--- config.mk ---
export PLATFORM = sky130hd
export DESIGN_NAME = mdwo_mul
export DESIGN_NICKNAME = d
export VERILOG_FILES = /design/src/hdl/mdwo_pkg.sv /design/src/hdl/mdwo_mul.sv
export SDC_FILE = /design/constraint.sdc
export NUM_CORES = 1
export LEC_CHECK = 0
export ABC_AREA = 1
export BUFFER_PORTS_ARGS = -buffer_cell sky130_fd_sc_hd__buf_2
export CORE_MARGIN = 10
export CORE_UTILIZATION = 65
export DETAILED_ROUTE_END_ITERATION = 8
export GPL_TIMING_DRIVEN = 0
export PLACE_DENSITY_LB_ADDON = 0.08
export SLEW_MARGIN = 20
export SYNTH_ARGS = -nofsm -noshare
export SYNTH_HDL_FRONTEND = slang
export SYNTH_SLANG_ARGS = --single-unit
--- constraint.sdc ---
create_clock -name vclk -period 7.2
set_input_delay 0.36 -clock vclk [all_inputs]
set_output_delay 0.36 -clock vclk [all_outputs]
set_load 0.05 [all_outputs]
--- src/hdl/mdwo_pkg.sv ---
// types and constants shared by the dual wavetable oscillator voice
`default_nettype none
package mdwo_pkg;

    // field widths
    localparam int unsigned PHASE_W    = 32;
    localparam int unsigned PHASE_FRAC = 20;
    localparam int unsigned WIDX_W     = 12;
    localparam int unsigned DETUNE_W   = 25;
    localparam int unsigned GAIN_W     = 16;
    localparam int unsigned SAMPLE_W   = 16;
    localparam int unsigned VEL_W      = 7;
    localparam int unsigned VGAIN_W    = 23;
    localparam int unsigned NOTE_COUNT = 128;
    localparam int unsigned NOTE_W     = 7;
    localparam int unsigned CFG_IDX_W  = 3;

    // multiplier operand widths
    localparam int unsigned MUL_A_W = 17;
    localparam int unsigned MUL_B_W = 24;
    localparam int unsigned MUL_P_W = MUL_A_W + MUL_B_W;

    // request kinds
    localparam logic [1:0] REQ_TICK      = 2'd0;
    localparam logic [1:0] REQ_MIDI      = 2'd1;
    localparam logic [1:0] REQ_WAVE_WR   = 2'd2;
    localparam logic [1:0] REQ_STEP_WR   = 2'd3;

    // midi codes
    localparam logic [7:0] MIDI_STATUS_MASK = 8'hF0;
    localparam logic [7:0] MIDI_NOTE_ON     = 8'h90;
    localparam logic [7:0] MIDI_NOTE_OFF    = 8'h80;
    localparam logic [7:0] MIDI_CTRL        = 8'hB0;
    localparam logic [7:0] MIDI_CC_MONO_ON  = 8'h7E;
    localparam logic [7:0] MIDI_CC_ALL_OFF  = 8'h7B;

    // configuration register indexes
    localparam logic [CFG_IDX_W-1:0] REG_OSC1_DETUNE    = 3'd0;
    localparam logic [CFG_IDX_W-1:0] REG_OSC2_DETUNE    = 3'd1;
    localparam logic [CFG_IDX_W-1:0] REG_OSC1_SHAPE     = 3'd2;
    localparam logic [CFG_IDX_W-1:0] REG_OSC2_SHAPE     = 3'd3;
    localparam logic [CFG_IDX_W-1:0] REG_MASTER_GAIN    = 3'd4;
    localparam logic [CFG_IDX_W-1:0] REG_OSC1_GAIN      = 3'd5;
    localparam logic [CFG_IDX_W-1:0] REG_OSC2_GAIN      = 3'd6;
    localparam logic [CFG_IDX_W-1:0] REG_VELOCITY_SCALE = 3'd7;

    // reset values of the gain registers
    localparam logic [GAIN_W-1:0] GAIN_RESET     = 16'hFFFF;
    localparam logic [GAIN_W-1:0] VEL_SCALE_RESET = 16'd516;

    typedef struct packed {
        logic [1:0]                 req_type;
        logic [7:0]                 midi_status;
        logic [7:0]                 midi_data1;
        logic [7:0]                 midi_data2;
        logic [15:0]                start_delay;
        logic                       wave_select;
        logic [WIDX_W-1:0]          table_index;
        logic signed [SAMPLE_W-1:0] wave_value;
        logic [PHASE_W-1:0]         pitch_step;
    } t_in_item;

    typedef struct packed {
        logic signed [SAMPLE_W-1:0] left_sample;
        logic signed [SAMPLE_W-1:0] right_sample;
    } t_out_item;

    // operands of the shared multiplier
    typedef struct packed {
        logic signed [MUL_A_W-1:0] a;
        logic signed [MUL_B_W-1:0] b;
    } t_mul_op;

    // results of the shared multiplier
    typedef struct packed {
        logic [VGAIN_W-1:0]         raw;
        logic signed [SAMPLE_W-1:0] scaled;
        logic signed [SAMPLE_W-1:0] sat;
    } t_mul_res;

endpackage
`default_nettype wire

--- src/hdl/mdwo_mul.sv ---
// shared signed multiplier with floor shift by 16 and 16-bit saturation
`default_nettype none
module mdwo_mul (
    input  mdwo_pkg::t_mul_op  i_op,
    output mdwo_pkg::t_mul_res o_res
);
    localparam int unsigned SHR_W = mdwo_pkg::MUL_P_W - 16;

    logic signed [mdwo_pkg::MUL_P_W-1:0]  w_prod;
    logic signed [SHR_W-1:0]              w_shr;
    logic signed [mdwo_pkg::SAMPLE_W-1:0] w_sat;

    // full product, then arithmetic shift gives the floor
    assign w_prod = i_op.a * i_op.b;
    assign w_shr  = w_prod[mdwo_pkg::MUL_P_W-1:16];

    // clamp to q1.15
    always_comb begin
        if (w_shr > $signed(SHR_W'(32767))) begin
            w_sat = 16'sh7FFF;
        end else if (w_shr < -$signed(SHR_W'(32768))) begin
            w_sat = 16'sh8000;
        end else begin
            w_sat = w_shr[mdwo_pkg::SAMPLE_W-1:0];
        end
    end

    // raw product, floored product and clamped product
    assign o_res = {w_prod[mdwo_pkg::VGAIN_W-1:0], w_shr[mdwo_pkg::SAMPLE_W-1:0], w_sat};
endmodule
`default_nettype wire

# Word-level counts from Yosys, hierarchy flattened
# Index checks and enable logic that the tools add are counted.
[word_totals] regBits=0
[op_classes] mux=2 n_mul=1 order_cmp=2
[ops] op="$mul 17x24->41" n=1
[ops] op="$mux 16" n=2
[ops] op="$gt 25x16->1 const B" n=1
[ops] op="$lt 25x16->1 const B" n=1

# Logic depth before layout (Yosys ltp)
# Gate-level depths: netlist of the first run.
[logic_depth] word_depth=4 depth_mapped=36 depth_no_buf=33

# Least setup slack after synthesis of the first run
# No wires, ideal clock.
[synth_path] path_kind="input port to output port" from="input i_op[23] (netlist bit)" to="output o_res[10] (netlist bit)" arrival_time_ns=6.781 setup_slack_ns=0.059 path_stages=24 path_cell_list="clkbuf_1 -> clkbuf_1 -> nand2_1 -> fa_1 -> inv_1 -> fa_1 -> fa_1 -> fa_1 -> fa_1 -> inv_1 -> fa_1 -> inv_1 -> ha_1 -> nand2_1 -> inv_1 -> a21oi_1 -> o211ai_1 -> a21oi_1 -> nand3_2 -> xnor2_2 -> inv_1 -> nand2_2 -> buf_6 -> nand2_1"
[synth_lines] item="start, declared" line_no="mdwo_mul.sv:4" text="input mdwo_pkg::t_mul_op i_op,"
[synth_lines] item="end, declared" line_no="mdwo_mul.sv:5" text="output mdwo_pkg::t_mul_res o_res"

==> impl_metrics.yaml, run 1 <==
run_status:
  status: "finished clean"
synth:
  synth_mux_area_frac: 0
  syn_nets: 2696
  yosys.area_share.simple: 0.1981
  yosysWarnings: 0
  synthAdderAreaFrac: 0.5786
  netlist_instances: 2155
  synth_area_um2: 16010
  synthTopCellsByArea: "fa_1 50%, inv_1 16%, nand2_1 15%"
  syn_avg_cell_area_um2: 7.431
  synth_area_leader_cell: "fa_1"
  synth_top_area_frac: 0.5013
  synth_top_family_by_area: "adder cells"
  ys_types: 33
  ys_seq_area_frac: 0
  synth_compound_area_frac: 0.01727
  synth_xor_area_frac: 0.02070
setup_path:
  required_ns: 6.84
  crit_type: "primary input to output pin"
  critPathArrivalTime_ns: 6.60
  critPathLaunchType: "primary input"
  slowest_stage: "fa_1"
  endpoint: "o_res[11]"
  worst_path_most_repeated_cell: "fa_1"
  slowest_delay_ns: 0.56
  cp_max_fo: 10
  cp-startpoint: "i_op[40]"
  crit_path_end_kind: "output pin"
finish:
  drive_gt1_frac: 0.1048
  antennaDiodeCount: 0
  most-common-layout-cells: "681 x inv_1, 647 x nand2_1, 397 x fa_1, 95 x ha_1, 69 x buf_2"
  num-nets-final: 2776
  final_common_cell: "inv_1"
  area_growth_pct: 7.360
  clock_buffers: 0
  postLayoutCoreUtil: 0.7090
  final_area_um2: 17190
  design.seq.count: 0
  final-seq-area_um2: 0
global_route:
  grt_max_degree: 18
  antenna_found_initial: 1
  grt_overflow: 0
  grt_pass1_vias: 14559
  grt_first_pass_wirelength_um: 75870
  grt_use_total: 0.3131
timing:
  setup_ws_ns: 0.2368
  relSlewSlack: 0.5128
  layout_min_cycle_time_ns: 6.963
  drv_slew: 0
  setup_viol: 0
  hold_viol_final: 0
  fmax_mhz: 143.6
  finalCritPeriodShare: 0.9671
  worst_pin_slew_ns: 0.7308
run:
  maxCapViolations: 0
floorplanning:
  start_util: 0.6604
  dieArea_um2: 31310
  core-area_um2: 24250
  dieHeight_um: 177.0
  ios: 96
  std_cell_rows: 57
  die_w_um: 177.0
drt:
  drc_errors: 0
  dr.pass1.iters: 5
  vias_per_cell: 5.300
  wl_per_cell_um: 18.60
  routed_wl_um: 47550
  detail-route-antenna-nets: 0
  vias: 13553
  initialDrtViolationCount: 1102
placed_design:
  gp_congestion: 0.9691
  port_buffers: 72
  post-place-ws_ns: -0.6922
  dpl_cell_area_um2: 16780
  dpl.hpwl_um: 40970
cts:
  hold_buffers: 0
min_path:
  hp-class: "primary input to output pin"
[layout make-up]
class	instances	area (um^2)
Tap cell	324	405.4
Timing Repair Buffer	81	505.5
Fill cell	2105	7056
Multi-Input combinational cell	1378	13120
Buffer	88	583.1
Inverter	686	2579
[per-layer routing]
metal  track usage  share of wire
met3       0.05825          0.093
met2        0.5363           0.49
met4        0.1492          0.059
met5             0              0
met1        0.3741           0.35
[synth_stat cells, types with 3 or more instances]
cell      instances
inv_1           682
clkbuf_1         82
o21ai_0           9
nor2_2            7
xnor2_1          11
nand3_1          28
nand2_1         649
nand2_2          15
buf_4             7
nor3_1            4
xor2_1           25
o21bai_1          5
fa_1            401
and3_1            3
a21oi_1          32
nor2_4            3
or2_2             9
ha_1             99
nor2_1           58
inv_2             4
nand4_1           6
[cells by family (layout without fill, tap and decap cells)]
group,Yosys count,after routing
adder cells (fa/ha/maj),500,500
buffers and inverters,777,855
AND/OR/NAND/NOR,790,790
AO/OA/AOI/OAI,51,51
XOR/XNOR,37,37
[worst max-delay path, delay by kind of cell]
kind | cells | cell delay, ns
and+or+nand+nor | 13 | 1.90
adders and majority gates | 7 | 3.29
buffers and inverters | 7 | 1.04
[worst min-delay path by stage]
stage | start | end | slack, ns | cells past startpoint
after floorplan | i_op[0] | o_res[32] | 1.13 | 3
after global placement | i_op[25] | o_res[33] | 1.38 | 5
after detailed placement | i_op[25] | o_res[33] | 1.38 | 5
after CTS | i_op[25] | o_res[33] | 1.38 | 5
after global routing | i_op[25] | o_res[33] | 1.40 | 5
final | i_op[25] | o_res[33] | 1.37 | 5
[timing repair]
item	in CTS	in global routing
setup endpoints to repair	19	16
setup buffers	1	8
pin swaps	1	4
resized for setup	67	159
[metrics by stage]
stage / TNS (ns) / hold WS (ns) / instances
2_1_floorplan: 0 / 1.129 / 2155
3_3_place_gp: -9.000 / 1.384 / 2551
3_5_place_dp: -9.937 / 1.375 / 2551
4_1_cts: 0 / 1.377 / 2550
5_1_grt: -0.1153 / 1.402 / 2557
6_report: 0 / 1.372 / 2557
Power of run 1 is left out: the tool's default activity adds up to more than one toggle a clock period on the data nets, which glitch-free logic cannot reach.
==> inputs of run 2 (changes only) <==
Settings changed: CELL_PAD_IN_SITES_DETAIL_PLACEMENT from default to 1, CELL_PAD_IN_SITES_GLOBAL_PLACEMENT from default to 1, CORE_UTILIZATION 65 to 49.
==> run 2 against run 1 <==
Critical path depth did not move. Worst hold slack worse by 0.050 ns. Count of clock-buffer cells in the layout unchanged. Critical path type unchanged. Highest routed layer unchanged.
==> impl_metrics.yaml, run 2 (same netlist as run 1, synthesis figures left out) <==
finish:
  num-nets-final: 2777
  postLayoutCoreUtil: 0.5479
  drive_gt1_frac: 0.1200
  final_common_cell: "inv_1"
  most-common-layout-cells: "679 x inv_1, 640 x nand2_1, 397 x fa_1, 83 x ha_1, 54 x buf_2"
  clock_buffers: 0
  area_growth_pct: 10.74
  design.seq.count: 0
  antennaDiodeCount: 0
  final-seq-area_um2: 0
drt:
  drc_errors: 0
  routed_wl_um: 55930
  dr.pass1.iters: 5
  vias_per_cell: 5.148
  met1_length_um: 21780
  dr_wl_met2_um: 28620
  vias: 13777
  wl_met3_um: 3008
  highest_layer: "met4"
  wl_per_cell_um: 20.90
  initialDrtViolationCount: 786
  detail-route-antenna-nets: 0
timing:
  finalCritPeriodShare: 0.9874
  hold_viol_final: 0
  relSlewSlack: 0.6592
  worst_pin_slew_ns: 0.5111
  drv_slew: 0
  fmax_mhz: 140.7
  layout_min_cycle_time_ns: 7.109
  setup_viol: 0
min_path:
  hp-class: "primary input to output pin"
  min_from: "i_op[0]"
  whs_endpoint: "o_res[32]"
  hold-path-cell-count: 4
global_route:
  antenna_found_initial: 1
  grt_first_pass_wirelength_um: 86890
  grt_overflow: 0
  grt_max_degree: 16
  grt_use_total: 0.2783
  grt_pass1_vias: 15684
setup_path:
  critPathLaunchType: "primary input"
  critPathArrivalTime_ns: 6.75
  required_ns: 6.84
  cp_max_fo: 10
  crit_type: "primary input to output pin"
  crit_path_end_kind: "output pin"
placed_design:
  port_buffers: 72
  gp_congestion: 0.9282
  dpl.hpwl_um: 47700
floorplanning:
  die_w_um: 200.8
  ios: 96
  start_util: 0.4947
  dieArea_um2: 40310
  core-area_um2: 32370
  dieHeight_um: 200.8
  std_cell_rows: 66
run_status:
  status: "finished clean"
run:
  maxCapViolations: 0
run 2: cell count changes in the layout (fill, tap and decap cells not counted), sizes merged:
cell    delta
buf       +10
clkbuf     -9
run 2: cell type report:
cell class	count	area, um^2
Tap cell	442	553.0
Inverter	686	2579
Buffer	89	734.5
Timing Repair Buffer	81	518.0
Fill cell	4168	14640
Multi-Input combinational cell	1378	13350
run 2: how the worst max path moves through the flow:
stage | startpoint | endpoint | slack (ns)
2_1_floorplan | i_op[23] | o_res[10] | 0.06
4_1_cts | i_op[20] | o_res[12] | 0.0008
5_1_grt | i_op[19] | o_res[9] | -0.03
3_3_place_gp | i_op[23] | o_res[11] | -1.09
6_report | i_op[19] | o_res[9] | 0.09
3_5_place_dp | i_op[23] | o_res[12] | -1.21
run 2: critical path, cell delays in order:
cell and delay [ns]:
clkbuf_2 0.22, clkbuf_4 0.30, nand2_1 0.11, fa_1 0.53, inv_1 0.05, fa_1 0.47
inv_1 0.05, fa_1 0.51, inv_1 0.06, fa_1 0.58, fa_1 0.47, fa_1 0.49
ha_1 0.39, nand2_1 0.17, nor2_2 0.18, nand3_1 0.16, nor2_4 0.15, nand4_1 0.28
nand4_1 0.20, nand2_1 0.09, nor2_1 0.15, nand3_2 0.15, nand2_4 0.15, buf_12 0.13
nand2_1 0.05, nand2_1 0.07, buf_4 0.20
run 2: layer usage:
| metal | vias to the layer above | global-route usage |
|---|---|---|
| met4 | 0 | 0.1022 |
| met2 | 453 | 0.5021 |
| met3 | 128 | 0.02953 |
| li1 | 6088 | - |
| met1 | 7108 | 0.3362 |
| met5 | - | 0 |
run 2: timing repair:
action	in CTS	in global routing
hold buffers	0	0
resized for setup	116	214
setup buffers	3	6
setup endpoints to repair	24	16
pin swaps	3	12
run 2: through the flow:
| stage | cells | cell area (um^2) | TNS, ns | hold slack, ns | setup WS, ns |
|---|---|---|---|---|---|
| 6_report | 2676 | 17730 | 0 | 1.322 | 0.09059 |
| 2_1_floorplan | 2155 | 16010 | 0 | 1.129 | 0.05853 |
| 5_1_grt | 2676 | 17730 | -0.2061 | 1.372 | -0.03359 |
| 4_1_cts | 2670 | 17190 | 0 | 1.311 | 0.0008105 |
| 3_3_place_gp | 2669 | 16930 | -16.22 | 1.297 | -1.088 |
| 3_5_place_dp | 2669 | 16930 | -18.26 | 1.310 | -1.210 |
Power of run 2 is left out for the same reason.
==> inputs of run 3 (changes only) <==
Settings changed: CORE_MARGIN 10 to 2, CORE_UTILIZATION 49 to 25.
==> run 3 against run 2 <==
Fmax increased by 2.6%. First-iteration DRC count fell by 42%. Wire length is 13% higher. Highest routed layer unchanged.
==> impl_metrics.yaml, run 3 (same netlist as run 1, synthesis figures left out) <==
drt:
  dr.pass1.iters: 5
  initialDrtViolationCount: 457
  vias: 13069
  routed_wl_um: 63110
  vias_per_cell: 4.238
  drc_errors: 0
  detail-route-antenna-nets: 0
  wl_per_cell_um: 20.46
finish:
  design.seq.count: 0
  final_area_um2: 18510
  num-nets-final: 2780
  clock_buffers: 0
  area_growth_pct: 15.59
  multi_input_area_um2: 13450
  drive_gt1_frac: 0.1332
  final.fill_count: 7666
  most-common-layout-cells: "679 x inv_1, 631 x nand2_1, 392 x fa_1, 79 x ha_1, 54 x buf_2"
  final_common_cell: "inv_1"
  final-seq-area_um2: 0
timing:
  relSlewSlack: 0.3235
  drv_slew: 0
  setup_viol: 0
  layout_min_cycle_time_ns: 6.931
  fmax_mhz: 144.3
  worst_pin_slew_ns: 1.015
  finalCritPeriodShare: 0.9627
  hold_viol_final: 0
setup_path:
  critPathArrivalTime_ns: 6.57
  crit_path_end_kind: "output pin"
  crit_type: "primary input to output pin"
  critPathLaunchType: "primary input"
  slowest_delay_ns: 0.69
  required_ns: 6.84
  cp_max_fo: 10
  worst_path_most_repeated_cell: "inv_1"
  slowest_stage: "fa_2"
placed_design:
  dpl.hpwl_um: 54370
  dpl_cell_area_um2: 17430
  port_buffers: 72
  gp_congestion: 0.8284
floorplanning:
  std_cell_rows: 92
  core-area_um2: 63200
  die_w_um: 257.1
  dieHeight_um: 257.1
  dieArea_um2: 66100
  start_util: 0.2534
  ios: 96
min_path:
  hp-class: "primary input to output pin"
global_route:
  grt_max_degree: 12
  grt_overflow: 0
  antenna_found_initial: 0
  grt_first_pass_wirelength_um: 97340
  grt_use_total: 0.1981
  grt_pass1_vias: 15361
run:
  maxCapViolations: 0
run_status:
  status: "finished clean"
## run 3: what timing repair did
| action | CTS | global route |
|---|---|---|
| pin swaps | 2 | 18 |
| gates resized for setup | 166 | 242 |
| cloned | 0 | 0 |
| setup endpoints to repair | 36 | 19 |
| endpoints found under the hold margin | 0 | 0 |
| setup buffers | 2 | 8 |
| hold buffers | 0 | 0 |
## run 3: worst paths after layout
path	start	end	depth (start not counted)
min	i_op[0]	o_res[32]	4
max	i_op[29]	o_res[10]	26
## run 3: layer usage
layer  track usage  share of wire  up-vias
li1              -              -     6085
met2        0.3690           0.51      139
met3      0.002955          0.017       37
met4       0.01647          0.015        0
met5             0              0        -
met1        0.2659           0.46     6808
## run 3: through the flow
stage / setup WS, ns / util / instances / hold slack, ns / setup TNS [ns]
2_1_floorplan: 0.05853 / - / 2155 / 1.129 / 0
3_3_place_gp: -1.351 / 0.2759 / 3073 / 1.324 / -23.24
3_5_place_dp: -1.412 / 0.2759 / 3073 / 1.344 / -24.68
4_1_cts: 0.0008975 / 0.2824 / 3075 / 1.347 / 0
5_1_grt: -0.01242 / 0.2929 / 3083 / 1.306 / -0.02285
6_report: 0.2688 / 0.2929 / 3084 / 1.265 / 0
## run 3: critical path, delay by kind of cell
family | cells | cell delay, ns
adder cells (fa/ha/maj) | 7 | 3.54
XOR/XNOR | 1 | 0.15
buffers and inverters | 11 | 1.40
AND/OR/NAND/NOR | 7 | 1.09
## run 3: area by class of cell
class                           instances  share of cell area
Timing Repair Buffer                   82             0.02920
Tap cell                              846             0.05718
Antenna cell                            1           0.0001352
Inverter                              686              0.1393
Buffer                                 91             0.04752
Multi-Input combinational cell       1378              0.7267
